## config.mk

```make
export PLATFORM = sky130hd
export DESIGN_NAME = psbc_mul
export DESIGN_NICKNAME = d
export VERILOG_FILES = /design/src/rtl/psbc_pkg.sv /design/src/rtl/psbc_mul.sv
export SDC_FILE = /design/constraint.sdc
export NUM_CORES = 2
export LEC_CHECK = 0
export ABC_AREA = 1
export BUFFER_PORTS_ARGS = -buffer_cell sky130_fd_sc_hd__buf_2
export CORE_ASPECT_RATIO = 1.75
export CORE_MARGIN = 2
export CORE_UTILIZATION = 34
export CTS_BUF_LIST = sky130_fd_sc_hd__clkbuf_8 sky130_fd_sc_hd__clkbuf_16
export DETAILED_ROUTE_END_ITERATION = 16
export PLACE_DENSITY = 0.57
export RECOVER_POWER = 50
export SLEW_MARGIN = 25
export SYNTH_ARGS = -nofsm -noshare
export SYNTH_HDL_FRONTEND = slang
export SYNTH_SLANG_ARGS = --single-unit
export TNS_END_PERCENT = 10
```

## constraint.sdc

```tcl
create_clock -name clk -period 6.8 [get_ports clk]
set_input_delay 0.34 -clock clk [delete_from_list [all_inputs] [get_ports clk]]
set_output_delay 0.34 -clock clk [all_outputs]
set_load 0.05 [all_outputs]
```

## src/rtl/psbc_pkg.sv

```systemverilog
// ----------------------------------------------------------------------------
// psbc_pkg: shared types and constants for the pendulum controller
// Field widths, fixed-point constants, register map, config bundle and
// saturating arithmetic helpers used across the controller.
// ----------------------------------------------------------------------------
`default_nettype none

package psbc_pkg;

  // payload widths
  localparam int ANGLE_W   = 17;
  localparam int COUNT_W   = 32;
  localparam int GAIN_W    = 32;
  localparam int LIMIT_W   = 16;
  localparam int DRIVE_W   = 17;
  localparam int RATE_W    = 18;
  localparam int ERR_W     = 18;

  // control constants
  localparam int HOLD_TICKS = 90;
  localparam int HOLD_W     = $clog2(HOLD_TICKS + 1);
  localparam int SUM_WIDTH  = 48;
  localparam int SUM1_W     = SUM_WIDTH + 1;

  // datapath widths
  localparam int ACC_W       = 64;
  localparam int MUL_W       = 32;
  localparam int PROD_W      = 2 * MUL_W;
  localparam int WIDE_W      = ACC_W + MUL_W;
  localparam int NUM_W       = RATE_W + 3;
  localparam int REF_SHIFT   = 12;
  localparam int REF_LIM_EXP = 40;
  localparam int REF_W       = REF_LIM_EXP + 2;
  localparam int DRIVE_SHIFT = 20;
  localparam int U_W         = ACC_W - DRIVE_SHIFT;
  localparam int DIFFC_W     = COUNT_W + 1;
  localparam int DIFFA_W     = ERR_W + 1;

  // term sequencing: two multiplier passes per term, three terms per PID
  localparam int TERM_COUNT  = 3;
  localparam int STEP_W      = 3;
  localparam logic [STEP_W-1:0] ISSUE_STEPS = STEP_W'(2 * TERM_COUNT);
  localparam logic [STEP_W-1:0] STEP_LAST   = STEP_W'(2 * TERM_COUNT + 1);

  // configuration port
  localparam int APB_AW    = 5;
  localparam int APB_DW    = 32;
  localparam int REG_IDX_W = 3;

  // fixed-point constants (Q8.8 degrees and drive units)
  localparam logic signed [ERR_W-1:0] TOP_Q      = ERR_W'(46080);
  localparam logic [ANGLE_W-1:0]      COAST_Q    = ANGLE_W'(10240);
  localparam logic [ANGLE_W-1:0]      QUARTER_Q  = ANGLE_W'(23040);
  localparam logic [ANGLE_W-1:0]      THREE_Q    = ANGLE_W'(69120);
  localparam logic signed [U_W-1:0]   PUMP_DRIVE = U_W'(7680);
  localparam logic signed [U_W-1:0]   COAST_DRIVE = U_W'(6400);

  // divide by five through a reciprocal multiply
  localparam logic [MUL_W-1:0] RECIP5       = 32'hCCCC_CCCD;
  localparam int               RECIP5_SHIFT = 34;

  localparam logic signed [ACC_W-1:0] ACC_MAX = {1'b0, {(ACC_W-1){1'b1}}};
  localparam logic signed [ACC_W-1:0] ACC_MIN = {1'b1, {(ACC_W-1){1'b0}}};
  localparam logic signed [SUM_WIDTH-1:0] SUM_MAX = {1'b0, {(SUM_WIDTH-1){1'b1}}};
  localparam logic signed [SUM_WIDTH-1:0] SUM_MIN = {1'b1, {(SUM_WIDTH-1){1'b0}}};
  localparam logic signed [ACC_W-1:0] REF_LIM_POS = ACC_W'(64'sd1 <<< REF_LIM_EXP);
  localparam logic signed [ACC_W-1:0] REF_LIM_NEG = -REF_LIM_POS;
  localparam logic signed [REF_W-1:0] ERR_MAX_R = REF_W'(131071);
  localparam logic signed [REF_W-1:0] ERR_MIN_R = -REF_W'(131072);

  typedef enum logic [REG_IDX_W-1:0] {
    REG_ANGLE_KP,
    REG_ANGLE_KD,
    REG_ANGLE_KI,
    REG_CART_KP,
    REG_CART_KD,
    REG_CART_KI,
    REG_ENTRY_ANGLE,
    REG_DRIVE_LIMIT
  } cfg_reg_t;

  typedef struct packed {
    logic [GAIN_W-1:0]  angle_kp;
    logic [GAIN_W-1:0]  angle_kd;
    logic [GAIN_W-1:0]  angle_ki;
    logic [GAIN_W-1:0]  cart_kp;
    logic [GAIN_W-1:0]  cart_kd;
    logic [GAIN_W-1:0]  cart_ki;
    logic [LIMIT_W-1:0] entry_angle;
    logic [LIMIT_W-1:0] drive_limit;
  } cfg_t;

  localparam cfg_t CFG_RESET = '{
    angle_kp:    32'd26214400,
    angle_kd:    32'd943718,
    angle_ki:    32'd0,
    cart_kp:     32'd524,
    cart_kd:     32'd0,
    cart_ki:     32'd0,
    entry_angle: 16'd3840,
    drive_limit: 16'd12288
  };

  typedef struct packed {
    logic signed [DRIVE_W-1:0] drive;
    logic                      balancing;
    logic                      coasting;
  } result_t;

  // signed add that pins to the 64-bit range
  function automatic logic signed [ACC_W-1:0] sat_add_acc(
    input logic signed [ACC_W-1:0] a,
    input logic signed [ACC_W-1:0] b
  );
    logic signed [ACC_W:0] s;
    s = (ACC_W + 1)'(a) + (ACC_W + 1)'(b);
    if (s[ACC_W] != s[ACC_W-1]) begin
      return s[ACC_W] ? ACC_MIN : ACC_MAX;
    end
    return s[ACC_W-1:0];
  endfunction

  // integrator update, pinned to the integrator width
  function automatic logic signed [SUM_WIDTH-1:0] sat_sum(
    input logic signed [SUM_WIDTH-1:0] sum,
    input logic signed [COUNT_W-1:0]   x
  );
    logic signed [SUM_WIDTH:0] s;
    s = SUM1_W'(sum) + SUM1_W'(x);
    if (s[SUM_WIDTH] != s[SUM_WIDTH-1]) begin
      return s[SUM_WIDTH] ? SUM_MIN : SUM_MAX;
    end
    return s[SUM_WIDTH-1:0];
  endfunction

endpackage

`default_nettype wire

```

## src/rtl/psbc_mul.sv

```systemverilog
// ----------------------------------------------------------------------------
// psbc_mul: shared multiplier
// Unsigned 32x32 multiply with a registered 64-bit product, one result
// per cycle, in the cycle after the operands.
// ----------------------------------------------------------------------------
`default_nettype none

module psbc_mul import psbc_pkg::*; (
  input  logic              clk,
  input  logic [MUL_W-1:0]  a,
  input  logic [MUL_W-1:0]  b,
  output logic [PROD_W-1:0] p
);

  always_ff @(posedge clk) begin
    p <= PROD_W'(a) * PROD_W'(b);
  end

endmodule

`default_nettype wire

```

==> reports/metrics.cfg <==
[floorplanning]
row_count=161
die_area_um2=113000
die-width_um=255
core_area_um2=110000
initial_core_util_pct=34.1
io_pins=129
die_height_um=443

[timing]
worst_pin_slew_ns=0.756
setup_violations=0
finalHoldViolations=0
rsz0062_at_grt=false
relSlewSlack_pct=49.8
max_freq_ghz=0.153
fin_hold_ws_ns=0.534
final.period_utilization_pct=95.8
period_needed_ns=6.51
final_max_slew_viol_count=0

[outcome]
run_status=finished clean

[place]
post-dp-hpwl_mm=100
io_buffer_count=128
gp_congestion=0.929

[synth]
synth_area_per_cell_um2=7.45
synth_top_cell_area_share_pct=48.0
synthCells=5023
synth_nets=6247
synth.top_cells.by_area=fa_1, inv_1, nand2_1
ys_ff_latch=64
synth.yosys.seq_area_share_pct=3.43
synth_area_leader_cell=fa_1
yosys_warnings=0
synth_area_um2=37400
synth_cell_types=23

[detailed_routing]
vias_per_cell=4.53
drc=0
drt_iter0_drc=1560
avgRoutedWirePerCell_um=16.8
drtPass1Iterations=7
routed_wl_mm=112
vias=30300
postRouteAntennaNets=0

[layout]
final_cell_mix=inv_1, nand2_1, fa_1
largest_reg_flops=64
registers.top_by_ff_count=p
syn_to_final_growth_pct=11.3
layout_commonest_cell=inv_1
drive_above_1_share_pct=7.42
finalNetCount=6433
top_regs=p x64

[critical_path]
cp_common_cell=fa_1
path_max_fanout=9
critical_path_class=input pin to register
crit_slowest_cell=fa_1
startpoint_type=input pin
required_ns=7.03
arrival_ns=6.74
crit_path_end_kind=register
crit_path_max_incr_delay_ns=0.56

[global_route]
grt_pass1_wl_mm=181
track_usage_pct=20.9
grt_pass1_vias=33300
grt_max_degree=33
antenna_found_initial=2
overflow=0

[hold_path]
worstHoldPathType=input pin to register

[cts]
cts_sinks=64
clockBufferDepth=2
path_clk_slew_ns=0.07
htree_levels=3
ctsHoldBuffers=0
tritoncts=done
cts_root_buf=clkbuf_16
numCtsBuffers=9

[flow_run]
maxCapViolations=0

==> synth_stat cells, drive strengths merged <==
master  number
a21oi       43
clkbuf     192
dfxtp       64
fa         896
ha         263
inv       1735
nand2     1581
nand3       65
nand4       16
nor2       101
nor3        18
o21ai        2
o21bai      12
xnor2        2
xor2        33
==> routing by layer <==
| layer | global-route usage (%) | vias to the layer above | wire (um) |
|---|---|---|---|
| met5 | 0 | - | 0 |
| met4 | 8.38 | 0 | 5350 |
| met3 | 1.25 | 265 | 3530 |
| met2 | 40.3 | 747 | 62100 |
| met1 | 23.5 | 15300 | 41300 |
| li1 | - | 14000 | - |
==> critical path: cells and delay by family <==
kind                     cells  cell delay (ns)
AND/OR/NAND/NOR             10             1.21
adder cells (fa/ha/maj)      9             4.31
buffers and inverters        7             0.85
==> stage by stage <==
stage          util (%)  cells  instance area, um^2  setup slack [ns]  setup TNS [ns]
6_report           38.0   6682                41600             0.285               0
3_3_place_gp       37.7   6665                41400            -0.135          -0.806
4_1_cts            38.0   6681                41700             0.207               0
3_5_place_dp       37.7   6665                41400            -0.147           -1.16
5_1_grt            38.0   6682                41600           0.00656               0
2_1_floorplan         -   5023                37400             0.646               0
==> path summary, 6_finish.rpt <==
check	start	end	slack [ns]	cells after the start
worst max-delay path	a[15]	p[40]$_DFF_P_	0.29	26
worst min-delay path	b[0]	p[0]$_DFF_P_	0.53	3
==> area by class of cell <==
type	count	area (um^2)
flip-flops and latches	64	1280
clock buffers	11	253
multi-input cells	3032	28900
well taps	1467	1840
repair buffers	367	2810
diodes	1	2.50
inverters	1735	6510
clock inverters	5	55.1
fillers	11600	68000
==> kinds of logic after synthesis <==
logic type	Yosys count	share of synthesized area, %
compound gates	57	0.853
simple gates	1781	18.8
flops	64	3.43
xor+xnor	35	0.820
buf+inv	1927	19.3
fa+ha+maj	1159	56.8
==> timing repair <==
action,in CTS,in global routing
buffers inserted,0,0
setup endpoints to repair,0,12
resized for setup,0,17
Power is left out: the tool's default activity adds up to more than one toggle a clock period on the data nets, which glitch-free logic cannot reach.
