**src/rtl/psbc_pkg.sv**
```systemverilog
// ----------------------------------------------------------------------------
// psbc_pkg: shared types and constants for the pendulum controller
// Field widths, fixed-point constants, register map, config bundle and
// saturating arithmetic helpers used across the controller.
// ----------------------------------------------------------------------------
`default_nettype none

package psbc_pkg;

  // payload widths
  localparam int ANGLE_W   = 17;
  localparam int COUNT_W   = 32;
  localparam int GAIN_W    = 32;
  localparam int LIMIT_W   = 16;
  localparam int DRIVE_W   = 17;
  localparam int RATE_W    = 18;
  localparam int ERR_W     = 18;

  // control constants
  localparam int HOLD_TICKS = 90;
  localparam int HOLD_W     = $clog2(HOLD_TICKS + 1);
  localparam int SUM_WIDTH  = 48;
  localparam int SUM1_W     = SUM_WIDTH + 1;

  // datapath widths
  localparam int ACC_W       = 64;
  localparam int MUL_W       = 32;
  localparam int PROD_W      = 2 * MUL_W;
  localparam int WIDE_W      = ACC_W + MUL_W;
  localparam int NUM_W       = RATE_W + 3;
  localparam int REF_SHIFT   = 12;
  localparam int REF_LIM_EXP = 40;
  localparam int REF_W       = REF_LIM_EXP + 2;
  localparam int DRIVE_SHIFT = 20;
  localparam int U_W         = ACC_W - DRIVE_SHIFT;
  localparam int DIFFC_W     = COUNT_W + 1;
  localparam int DIFFA_W     = ERR_W + 1;

  // term sequencing: two multiplier passes per term, three terms per PID
  localparam int TERM_COUNT  = 3;
  localparam int STEP_W      = 3;
  localparam logic [STEP_W-1:0] ISSUE_STEPS = STEP_W'(2 * TERM_COUNT);
  localparam logic [STEP_W-1:0] STEP_LAST   = STEP_W'(2 * TERM_COUNT + 1);

  // configuration port
  localparam int APB_AW    = 5;
  localparam int APB_DW    = 32;
  localparam int REG_IDX_W = 3;

  // fixed-point constants (Q8.8 degrees and drive units)
  localparam logic signed [ERR_W-1:0] TOP_Q      = ERR_W'(46080);
  localparam logic [ANGLE_W-1:0]      COAST_Q    = ANGLE_W'(10240);
  localparam logic [ANGLE_W-1:0]      QUARTER_Q  = ANGLE_W'(23040);
  localparam logic [ANGLE_W-1:0]      THREE_Q    = ANGLE_W'(69120);
  localparam logic signed [U_W-1:0]   PUMP_DRIVE = U_W'(7680);
  localparam logic signed [U_W-1:0]   COAST_DRIVE = U_W'(6400);

  // divide by five through a reciprocal multiply
  localparam logic [MUL_W-1:0] RECIP5       = 32'hCCCC_CCCD;
  localparam int               RECIP5_SHIFT = 34;

  localparam logic signed [ACC_W-1:0] ACC_MAX = {1'b0, {(ACC_W-1){1'b1}}};
  localparam logic signed [ACC_W-1:0] ACC_MIN = {1'b1, {(ACC_W-1){1'b0}}};
  localparam logic signed [SUM_WIDTH-1:0] SUM_MAX = {1'b0, {(SUM_WIDTH-1){1'b1}}};
  localparam logic signed [SUM_WIDTH-1:0] SUM_MIN = {1'b1, {(SUM_WIDTH-1){1'b0}}};
  localparam logic signed [ACC_W-1:0] REF_LIM_POS = ACC_W'(64'sd1 <<< REF_LIM_EXP);
  localparam logic signed [ACC_W-1:0] REF_LIM_NEG = -REF_LIM_POS;
  localparam logic signed [REF_W-1:0] ERR_MAX_R = REF_W'(131071);
  localparam logic signed [REF_W-1:0] ERR_MIN_R = -REF_W'(131072);

  typedef enum logic [REG_IDX_W-1:0] {
    REG_ANGLE_KP,
    REG_ANGLE_KD,
    REG_ANGLE_KI,
    REG_CART_KP,
    REG_CART_KD,
    REG_CART_KI,
    REG_ENTRY_ANGLE,
    REG_DRIVE_LIMIT
  } cfg_reg_t;

  typedef struct packed {
    logic [GAIN_W-1:0]  angle_kp;
    logic [GAIN_W-1:0]  angle_kd;
    logic [GAIN_W-1:0]  angle_ki;
    logic [GAIN_W-1:0]  cart_kp;
    logic [GAIN_W-1:0]  cart_kd;
    logic [GAIN_W-1:0]  cart_ki;
    logic [LIMIT_W-1:0] entry_angle;
    logic [LIMIT_W-1:0] drive_limit;
  } cfg_t;

  localparam cfg_t CFG_RESET = '{
    angle_kp:    32'd26214400,
    angle_kd:    32'd943718,
    angle_ki:    32'd0,
    cart_kp:     32'd524,
    cart_kd:     32'd0,
    cart_ki:     32'd0,
    entry_angle: 16'd3840,
    drive_limit: 16'd12288
  };

  typedef struct packed {
    logic signed [DRIVE_W-1:0] drive;
    logic                      balancing;
    logic                      coasting;
  } result_t;

  // signed add that pins to the 64-bit range
  function automatic logic signed [ACC_W-1:0] sat_add_acc(
    input logic signed [ACC_W-1:0] a,
    input logic signed [ACC_W-1:0] b
  );
    logic signed [ACC_W:0] s;
    s = (ACC_W + 1)'(a) + (ACC_W + 1)'(b);
    if (s[ACC_W] != s[ACC_W-1]) begin
      return s[ACC_W] ? ACC_MIN : ACC_MAX;
    end
    return s[ACC_W-1:0];
  endfunction

  // integrator update, pinned to the integrator width
  function automatic logic signed [SUM_WIDTH-1:0] sat_sum(
    input logic signed [SUM_WIDTH-1:0] sum,
    input logic signed [COUNT_W-1:0]   x
  );
    logic signed [SUM_WIDTH:0] s;
    s = SUM1_W'(sum) + SUM1_W'(x);
    if (s[SUM_WIDTH] != s[SUM_WIDTH-1]) begin
      return s[SUM_WIDTH] ? SUM_MIN : SUM_MAX;
    end
    return s[SUM_WIDTH-1:0];
  endfunction

endpackage

`default_nettype wire

```
**src/rtl/psbc_seq.sv**
```systemverilog
// ----------------------------------------------------------------------------
// psbc_seq: control sequencer and datapath
// Rate filter, swing-up logic and the cascaded cart/angle PID, with every
// multiply issued to the shared multiplier under a small state machine.
// ----------------------------------------------------------------------------
`default_nettype none

module psbc_seq import psbc_pkg::*; (
  input  logic                      clk,
  input  logic                      rst,
  input  cfg_t                      cfg,
  input  logic                      start,
  input  logic signed [ANGLE_W-1:0] pend_angle,
  input  logic signed [COUNT_W-1:0] cart_count,
  output logic                      idle,
  input  logic                      res_take,
  output logic                      res_done,
  output result_t                   res,
  output logic [MUL_W-1:0]          mul_a,
  output logic [MUL_W-1:0]          mul_b,
  input  logic [PROD_W-1:0]         mul_p
);

  typedef enum logic [3:0] {
    S_IDLE,
    S_RATE,
    S_DIV,
    S_MODE,
    S_CSUM,
    S_CART,
    S_REF,
    S_ASUM,
    S_ANGLE,
    S_DRIVE,
    S_FINISH
  } state_t;

  state_t state;

  // latched sample
  logic signed [ANGLE_W-1:0] angle;
  logic signed [COUNT_W-1:0] xe;

  // controller state
  logic                        primed;
  logic signed [ANGLE_W-1:0]   last_angle;
  logic signed [RATE_W-1:0]    angle_rate;
  logic                        balance_on;
  logic                        phase_coast;
  logic [HOLD_W-1:0]           hold_count;
  logic                        push_negative;
  logic signed [ERR_W-1:0]     prior_angle_error;
  logic signed [SUM_WIDTH-1:0] angle_error_sum;
  logic signed [COUNT_W-1:0]   prior_cart_error;
  logic signed [SUM_WIDTH-1:0] cart_error_sum;

  // working registers
  logic                      rate_neg;
  logic [STEP_W-1:0]         step;
  logic [PROD_W-1:0]         lo_p;
  logic signed [ACC_W-1:0]   term;
  logic signed [ACC_W-1:0]   acc;
  logic                      neg_issue;
  logic                      neg_form;
  logic signed [ERR_W-1:0]   err;
  logic signed [U_W-1:0]     u;

  // combinational
  logic signed [NUM_W-1:0]   num;
  logic [NUM_W-1:0]          num_mag;
  logic signed [RATE_W-1:0]  rate_q;
  logic signed [ERR_W-1:0]   e_top;
  logic [ANGLE_W-1:0]        abs_e;
  logic [ANGLE_W-1:0]        abs_angle;
  logic                      enter;
  logic                      cs_pos;
  logic                      cs_neg;
  logic                      positive;
  logic                      coast_next;
  logic [HOLD_W-1:0]         hold_next;
  logic                      push_next;
  logic signed [U_W-1:0]     swing_mag;
  logic signed [U_W-1:0]     u_swing;
  logic                      angle_grp;
  logic                      pid_run;
  logic [1:0]                ti;
  logic [GAIN_W-1:0]         term_gain;
  logic signed [ACC_W-1:0]   term_val;
  logic [ACC_W-1:0]          term_mag;
  logic [WIDE_W-1:0]         wide;
  logic                      ovf_pos;
  logic                      ovf_neg;
  logic signed [ACC_W-1:0]   prod;
  logic signed [ACC_W-1:0]   ref_full;
  logic signed [REF_W-1:0]   ref_c;
  logic signed [REF_W-1:0]   err_w;
  logic signed [ERR_W-1:0]   err_sat;
  logic signed [U_W-1:0]     lim_s;
  logic signed [U_W-1:0]     u_c;

  // rate filter numerator and the divided result
  always_comb begin
    num     = (NUM_W'(angle_rate) <<< 2) + NUM_W'(angle) - NUM_W'(last_angle);
    num_mag = num[NUM_W-1] ? NUM_W'(-num) : NUM_W'(num);
    rate_q  = $signed(mul_p[RECIP5_SHIFT +: RATE_W]);
  end

  // distance from the top, and the cosine sign
  always_comb begin
    e_top     = angle[ANGLE_W-1] ? ERR_W'(angle) + TOP_Q : ERR_W'(angle) - TOP_Q;
    abs_e     = e_top[ERR_W-1] ? ANGLE_W'(-e_top) : ANGLE_W'(e_top);
    abs_angle = angle[ANGLE_W-1] ? ANGLE_W'(-angle) : ANGLE_W'(angle);
    enter     = !balance_on && (abs_e < ANGLE_W'(cfg.entry_angle));
    cs_pos    = (abs_angle < QUARTER_Q) || (abs_angle > THREE_Q);
    cs_neg    = (abs_angle > QUARTER_Q) && (abs_angle < THREE_Q);
    positive  = (!angle_rate[RATE_W-1] && (angle_rate != '0) && cs_pos)
             || (angle_rate[RATE_W-1] && cs_neg);
  end

  // swing-up: pump with a held direction, or coast following the sign
  always_comb begin
    coast_next = phase_coast || (abs_e < COAST_Q);
    hold_next  = hold_count;
    push_next  = push_negative;
    if (coast_next) begin
      swing_mag = COAST_DRIVE;
      push_next = !positive;
      if (!phase_coast) begin
        hold_next = '0;
      end
    end else begin
      swing_mag = PUMP_DRIVE;
      if (hold_count < HOLD_W'(HOLD_TICKS)) begin
        hold_next = hold_count + HOLD_W'(1);
      end else begin
        push_next = !positive;
        hold_next = '0;
      end
    end
    u_swing = push_next ? -swing_mag : swing_mag;
  end

  // PID term select: proportional, derivative, integral
  always_comb begin
    angle_grp = (state == S_ANGLE);
    pid_run   = (state == S_CART) || (state == S_ANGLE);
    ti        = step[2:1];
    if (angle_grp) begin
      case (ti)
        2'd0: begin
          term_gain = cfg.angle_kp;
          term_val  = ACC_W'(err);
        end
        2'd1: begin
          term_gain = cfg.angle_kd;
          term_val  = ACC_W'(DIFFA_W'(err) - DIFFA_W'(prior_angle_error));
        end
        default: begin
          term_gain = cfg.angle_ki;
          term_val  = ACC_W'(angle_error_sum);
        end
      endcase
    end else begin
      case (ti)
        2'd0: begin
          term_gain = cfg.cart_kp;
          term_val  = ACC_W'(xe);
        end
        2'd1: begin
          term_gain = cfg.cart_kd;
          term_val  = ACC_W'(DIFFC_W'(xe) - DIFFC_W'(prior_cart_error));
        end
        default: begin
          term_gain = cfg.cart_ki;
          term_val  = ACC_W'(cart_error_sum);
        end
      endcase
    end
    term_mag = term_val[ACC_W-1] ? ACC_W'(-term_val) : ACC_W'(term_val);
  end

  // multiplier operands: low half then high half of each term magnitude
  always_comb begin
    mul_a = '0;
    mul_b = '0;
    if (state == S_RATE) begin
      mul_a = MUL_W'(num_mag);
      mul_b = RECIP5;
    end else if (pid_run && (step < ISSUE_STEPS)) begin
      mul_a = term_gain;
      mul_b = step[0] ? term_mag[ACC_W-1:MUL_W] : term_mag[MUL_W-1:0];
    end
  end

  // join partial products and pin to the signed 64-bit range
  always_comb begin
    wide    = (WIDE_W'(mul_p) << MUL_W) + WIDE_W'(lo_p);
    ovf_pos = (wide[WIDE_W-1:ACC_W-1] != '0);
    ovf_neg = (wide[WIDE_W-1:ACC_W] != '0)
           || (wide[ACC_W-1] && (wide[ACC_W-2:0] != '0));
    if (neg_form) begin
      prod = ovf_neg ? ACC_MIN : -$signed(wide[ACC_W-1:0]);
    end else begin
      prod = ovf_pos ? ACC_MAX : $signed(wide[ACC_W-1:0]);
    end
  end

  // cart output becomes the angle reference
  always_comb begin
    ref_full = acc >>> REF_SHIFT;
    if (ref_full > REF_LIM_POS) begin
      ref_c = REF_W'(REF_LIM_POS);
    end else if (ref_full < REF_LIM_NEG) begin
      ref_c = REF_W'(REF_LIM_NEG);
    end else begin
      ref_c = REF_W'(ref_full);
    end
    err_w = REF_W'(e_top) - ref_c;
    if (err_w > ERR_MAX_R) begin
      err_sat = ERR_W'(ERR_MAX_R);
    end else if (err_w < ERR_MIN_R) begin
      err_sat = ERR_W'(ERR_MIN_R);
    end else begin
      err_sat = ERR_W'(err_w);
    end
  end

  // drive saturation and result
  always_comb begin
    lim_s = U_W'(cfg.drive_limit);
    if (u > lim_s) begin
      u_c = lim_s;
    end else if (u < -lim_s) begin
      u_c = -lim_s;
    end else begin
      u_c = u;
    end
    res.drive     = DRIVE_W'(u_c);
    res.balancing = balance_on;
    res.coasting  = !balance_on && phase_coast;
    idle          = (state == S_IDLE);
    res_done      = (state == S_FINISH) && res_take;
  end

  always_ff @(posedge clk) begin
    if (rst) begin
      state             <= S_IDLE;
      primed            <= 1'b0;
      last_angle        <= '0;
      angle_rate        <= '0;
      balance_on        <= 1'b0;
      phase_coast       <= 1'b0;
      hold_count        <= '0;
      push_negative     <= 1'b0;
      prior_angle_error <= '0;
      angle_error_sum   <= '0;
      prior_cart_error  <= '0;
      cart_error_sum    <= '0;
      rate_neg          <= 1'b0;
      step              <= '0;
      neg_issue         <= 1'b0;
      neg_form          <= 1'b0;
      err               <= '0;
    end else begin
      unique case (state)
        S_IDLE: begin
          if (start) begin
            angle <= pend_angle;
            xe    <= cart_count;
            state <= S_RATE;
          end
        end
        S_RATE: begin
          last_angle <= angle;
          if (primed) begin
            rate_neg <= num[NUM_W-1];
            state    <= S_DIV;
          end else begin
            // first sample only seeds the filter
            primed <= 1'b1;
            state  <= S_MODE;
          end
        end
        S_DIV: begin
          angle_rate <= rate_neg ? -rate_q : rate_q;
          state      <= S_MODE;
        end
        S_MODE: begin
          if (enter) begin
            balance_on        <= 1'b1;
            prior_angle_error <= e_top;
            angle_error_sum   <= '0;
            prior_cart_error  <= xe;
            cart_error_sum    <= '0;
            state             <= S_CSUM;
          end else if (balance_on) begin
            state <= S_CSUM;
          end else begin
            phase_coast   <= coast_next;
            hold_count    <= hold_next;
            push_negative <= push_next;
            u             <= u_swing;
            state         <= S_FINISH;
          end
        end
        S_CSUM: begin
          cart_error_sum <= sat_sum(cart_error_sum, xe);
          acc            <= '0;
          step           <= '0;
          state          <= S_CART;
        end
        S_CART, S_ANGLE: begin
          step <= step + STEP_W'(1);
          if (step[0]) begin
            // low partial product is back; pass the sign down the pipe
            lo_p     <= mul_p;
            neg_form <= neg_issue;
            if (step != STEP_W'(1)) begin
              acc <= sat_add_acc(acc, term);
            end
          end else begin
            if (step < ISSUE_STEPS) begin
              neg_issue <= term_val[ACC_W-1];
            end
            if (step != '0) begin
              term <= prod;
            end
          end
          if (step == STEP_LAST) begin
            state <= (state == S_CART) ? S_REF : S_DRIVE;
          end
        end
        S_REF: begin
          err   <= err_sat;
          state <= S_ASUM;
        end
        S_ASUM: begin
          angle_error_sum <= sat_sum(angle_error_sum, COUNT_W'(err));
          acc             <= '0;
          step            <= '0;
          state           <= S_ANGLE;
        end
        S_DRIVE: begin
          u                 <= U_W'(acc >>> DRIVE_SHIFT);
          prior_angle_error <= err;
          prior_cart_error  <= xe;
          state             <= S_FINISH;
        end
        S_FINISH: begin
          // hold until the output register is free
          if (res_take) begin
            state <= S_IDLE;
          end
        end
        default: state <= S_IDLE;
      endcase
    end
  end

`ifndef SYNTHESIS
  a_balance_sticky: assert property (@(posedge clk) disable iff (rst)
    balance_on |=> balance_on)
    else $error("balance mode left");

  a_coast_sticky: assert property (@(posedge clk) disable iff (rst)
    phase_coast |=> phase_coast)
    else $error("coast phase returned to pump");

  a_hold_range: assert property (@(posedge clk) disable iff (rst)
    hold_count <= HOLD_W'(HOLD_TICKS))
    else $error("hold counter past hold length");

  a_drive_limit: assert property (@(posedge clk) disable iff (rst)
    res_done |-> ((U_W'(res.drive) <= lim_s) && (U_W'(res.drive) >= -lim_s)))
    else $error("drive outside limit");

  a_start_idle: assert property (@(posedge clk) disable iff (rst)
    start |-> (state == S_IDLE))
    else $error("sample taken while busy");
`endif

endmodule

`default_nettype wire
```
**config.mk**
```make
export PLATFORM = sky130hd
export DESIGN_NAME = psbc_seq
export DESIGN_NICKNAME = d
export VERILOG_FILES = /design/src/rtl/psbc_pkg.sv /design/src/rtl/psbc_seq.sv
export SDC_FILE = /design/constraint.sdc
export NUM_CORES = 2
export LEC_CHECK = 0
export ABC_CLOCK_PERIOD_IN_PS = 17200
export BUFFER_PORTS_ARGS = -buffer_cell sky130_fd_sc_hd__buf_4
export CORE_MARGIN = 8
export CORE_UTILIZATION = 43
export CTS_CLUSTER_DIAMETER = 150
export CTS_CLUSTER_SIZE = 24
export DETAILED_ROUTE_END_ITERATION = 6
export PLACE_DENSITY = 0.71
export SYNTH_ARGS = -nofsm -noshare
export SYNTH_HDL_FRONTEND = slang
export SYNTH_SLANG_ARGS = --single-unit
```
**constraint.sdc**
```tcl
create_clock -name clk -period 17.2 [get_ports clk]
set_input_delay 3.44 -clock clk [delete_from_list [all_inputs] [get_ports clk]]
set_output_delay 3.44 -clock clk [all_outputs]
set_load 0.05 [all_outputs]
```
==> flow_metrics.py <==
metrics = {
    "sta": {
        "finalHoldViolations": 0,
        "fmax_mhz": 76.7,
        "tightest_slew_ns": 1.26,
        "finalSetupViolations": 0,
        "final_max_slew_viol_count": 0,
        "finalCritPeriodShare_pct": 75.8,
        "rsz0062_at_grt": "no",
        "fin_skew_ns": 0.0439,
        "slew_headroom_pct": 15.7,
        "worst_slack_ns": 4.16,
        "setup_tns_ns": 0,
        "min_period_ns": 13.04,
    },
    "synthesis": {
        "synth-adder-area-share_pct": 11.3,
        "synth_edf_count": 285,
        "synth-async-reset-ratio_pct": 0,
        "synthDistinctLibCells": 112,
        "synth-main-ff-cell": "edfxtp_1",
        "synthXorXnorAreaFrac_pct": 6.42,
        "syn_avg_cell_area_sq_um": 7.86,
        "synth-simple-area-share_pct": 21.1,
        "seq_area_frac_synth_pct": 26.5,
        "synth_top_family_by_area": "compound AO/OA/AOI/OAI gates",
        "post_synth_instance_area_sq_um": 48800,
        "synth_compound_area_share_pct": 27.0,
        "muxShareOfSynthArea_pct": 2.78,
        "synth-seq-cells": 505,
        "synth_nets": 6978,
        "ys_warn_count": 0,
        "syn_inst": 6211,
    },
    "critical_path": {
        "r2r-start": "angle[16]",
        "worstPathMaxFanout": 20,
        "startpoint_type": "input pin",
        "r2r_setup_slack_ns": 9.62,
        "cpMaxStageDelayCell": "o221ai_1",
        "cp_top_family": "simple AND/OR/NAND/NOR gates",
        "required_ns": 13.76,
        "cp_cell_sequence": "buf_4 -> inv_1 -> ha_1 -> nand4_1 -> inv_1 -> nand3_1 -> inv_1 -> nand3_1 -> or3_1 -> nor3_1 -> ha_1 -> nand2_1 -> nor2_1 -> nand3_1 -> or3_1 -> a211o_1 -> o221ai_1 -> mux2i_2 -> buf_4 -> mux2i_1 -> o2bb2a_1 -> buf_4",
        "crit_buf_inv": 6,
        "crit_path_end_kind": "output port",
        "slowest_delay_ns": 0.72,
        "setup.worst_path.start": "cfg[1]",
        "critPathKind": "input pin to output port",
        "cp.arrival_ns": 9.60,
    },
    "placed_design": {
        "place_ws_ns": 4.16,
        "dp_hpwl_um": 138000,
        "gp_congestion": 0.975,
        "portBuffers": 425,
    },
    "cts": {
        "clk_path_buf_depth": 3,
        "clock_latency_ns": 0.66,
        "cts.reportedPaths.clkPinSlew_ns": 0.09,
        "cts_hold_buf": 0,
        "cts.sinks": 505,
        "cts_made_buffers": 27,
        "htree_levels": 1,
        "cts_tree": "done",
        "cts_setup_buffers": 0,
        "post_cts_resized": 0,
        "cts-root-buf": "clkbuf_16",
    },
    "route": {
        "ant_nets": 0,
        "drc": 0,
        "met2_length_um": 76400,
        "dr.pass1.iters": 6,
        "dr_total_vias": 48546,
        "viasPerCell": 6.14,
        "dr_wl_met3_um": 13800,
        "wire_per_inst_um": 22.1,
        "met1_length_um": 78700,
        "drt_iter0_markers": 5184,
        "highest_layer": "met5",
        "routed_wl_um": 175000,
    },
    "worst_hold_path": {
        "worstHoldStart": "prior_cart_error[3]",
        "min_path_type": "flip-flop to flip-flop",
    },
    "global_routing": {
        "antenna_found_initial": 3,
        "grt_max_degree": 87,
        "track_usage_pct": 26.2,
        "grt.overflow.total": 0,
        "grt_pass1_vias": 44568,
        "grt_pass1_wl_um": 266000,
    },
    "power_and_ir_drop": {
        "switchingPower_mw": 2.73,
        "leakage_nw": 21.3,
        "vdd_drop_max_uv": 595,
        "power_switching_share_pct": 48.9,
        "power.total_mw": 5.59,
        "p_per_area_nw_per_um2": 104,
        "power.internal_mw": 2.85,
        "clock_power_share_pct": 13.6,
        "sequentialPowerShare_pct": 27.2,
        "combPwrFrac_pct": 59.2,
    },
    "outcome": {
        "status": "complete, no violations",
    },
    "final_layout": {
        "mostFrequentLayoutCell": "nand2_1",
        "fin_nets": 7156,
        "final_cell_mix": "nand2_1, a21oi_1, buf_4",
        "fillers": 11040,
        "drive_gt1_share_pct": 10.4,
        "syn2layout_area_growth_pct": 10.5,
    },
    "floorplan": {
        "die_w_um": 353,
        "rows": 123,
        "coreArea_sq_um": 112000,
        "die-area_sq_um": 125000,
        "start_util_pct": 43.4,
        "ios": 426,
        "die_h_um": 353,
    },
    "job": {
        "maxCapViolCount": 0,
    },
}
layer usage:
layer  track usage, %  vias up
met5                0        -
met4             7.79        2
met3             3.34      268
met2             40.8     1980
met1             37.7    22972
li1                 -    23324
cells by family (layout without fill, tap and decap cells):
kind of cell,after synthesis,in the layout
compound gates,2043,2043
xor+xnor,357,357
fa+ha+maj,426,426
buf+inv,610,808
flops,505,505
mux,112,112
other cells,0,1
simple gates,2158,2158
Yosys cell counts, types with 56 or more instances:
master / n / share of area [%]
nor2b_1: 67 / 0.86
nand3_1: 179 / 1.8
a21oi_1: 566 / 5.8
or3_1: 56 / 0.72
o21a_1: 92 / 1.4
xnor2_1: 194 / 3.5
clkbuf_1: 270 / 2.1
o211ai_1: 56 / 0.86
dfxtp_1: 220 / 9.0
a31oi_1: 67 / 0.86
nand2b_1: 69 / 0.88
nor4_1: 67 / 0.86
a211oi_1: 129 / 2.0
edfxtp_1: 285 / 18
nand4_1: 78 / 1.0
a21o_1: 205 / 3.2
o21ai_0: 459 / 4.7
mux2i_1: 85 / 1.7
and3_1: 81 / 1.0
nor3_1: 159 / 1.6
xor2_1: 162 / 2.9
ha_1: 399 / 10
nand2_1: 762 / 5.9
nor2_1: 455 / 3.5
inv_1: 280 / 2.2
power by group through the flow:
stage	sequential, mW	clock [mW]	combinational [mW]
finish	1.52	0.760	3.31
global route	1.53	0.814	3.56
CTS	1.51	0.779	3.25
detailed placement	1.54	0	3.23
global placement	1.54	0	3.21
floorplan	1.48	0	2.35
worst register-to-register path, delay by kind of cell (launching register included):
| family | cells | cell delay [ns] |
|---|---|---|
| AOI/OAI and AO/OA | 10 | 2.83 |
| xor gates and xnor gates | 1 | 0.20 |
| adders and majority gates | 2 | 0.86 |
| buffers and inverters | 3 | 0.96 |
| DFF | 1 | 0.72 |
| and+or+nand+nor | 6 | 1.91 |
sequential cells by signal, summed over array words and instances (netlist names), 3 cells and up:
name,cells
acc,64
lo_p,64
term,64
angle_error_sum,48
cart_error_sum,48
u,44
prior_cart_error,32
xe,32
angle_rate,18
err,18
prior_angle_error,18
angle,17
last_angle,17
hold_count,7
state,4
step,3
final cells by class:
class / instances / area [sq um] / area share [%]
Antenna cell: 1 / 2.50 / 0.00464
Clock buffer: 40 / 724 / 1.34
Clock inverter: 9 / 104 / 0.192
Inverter: 280 / 1050 / 1.95
Multi-Input combinational cell: 5096 / 33600 / 62.3
Sequential cell: 505 / 13000 / 24.0
Tap cell: 1500 / 1880 / 3.48
Timing Repair Buffer: 479 / 3600 / 6.67
stage by stage:
| step | instance area, sq um | instances | hold WS (ns) | util (%) |
|---|---|---|---|---|
| global placement | 53100 | 7860 | 0.438 | 47.2 |
| global route | 53900 | 7909 | 0.481 | 48.0 |
| finish | 54000 | 7910 | 0.456 | 48.0 |
| floorplan | 48800 | 6211 | 0.432 | - |
| CTS | 53900 | 7909 | 0.458 | 48.0 |
| detailed placement | 53100 | 7860 | 0.444 | 47.2 |
worst paths after layout:
path                               to  depth (start not counted)
setup / recovery               res[8]                         22
hold / removal    prior_cart_error[3]                          2
setup reg to reg               err[6]                         22
hold reg to reg   prior_cart_error[3]                          2
Power figures use the tool's default switching activity.
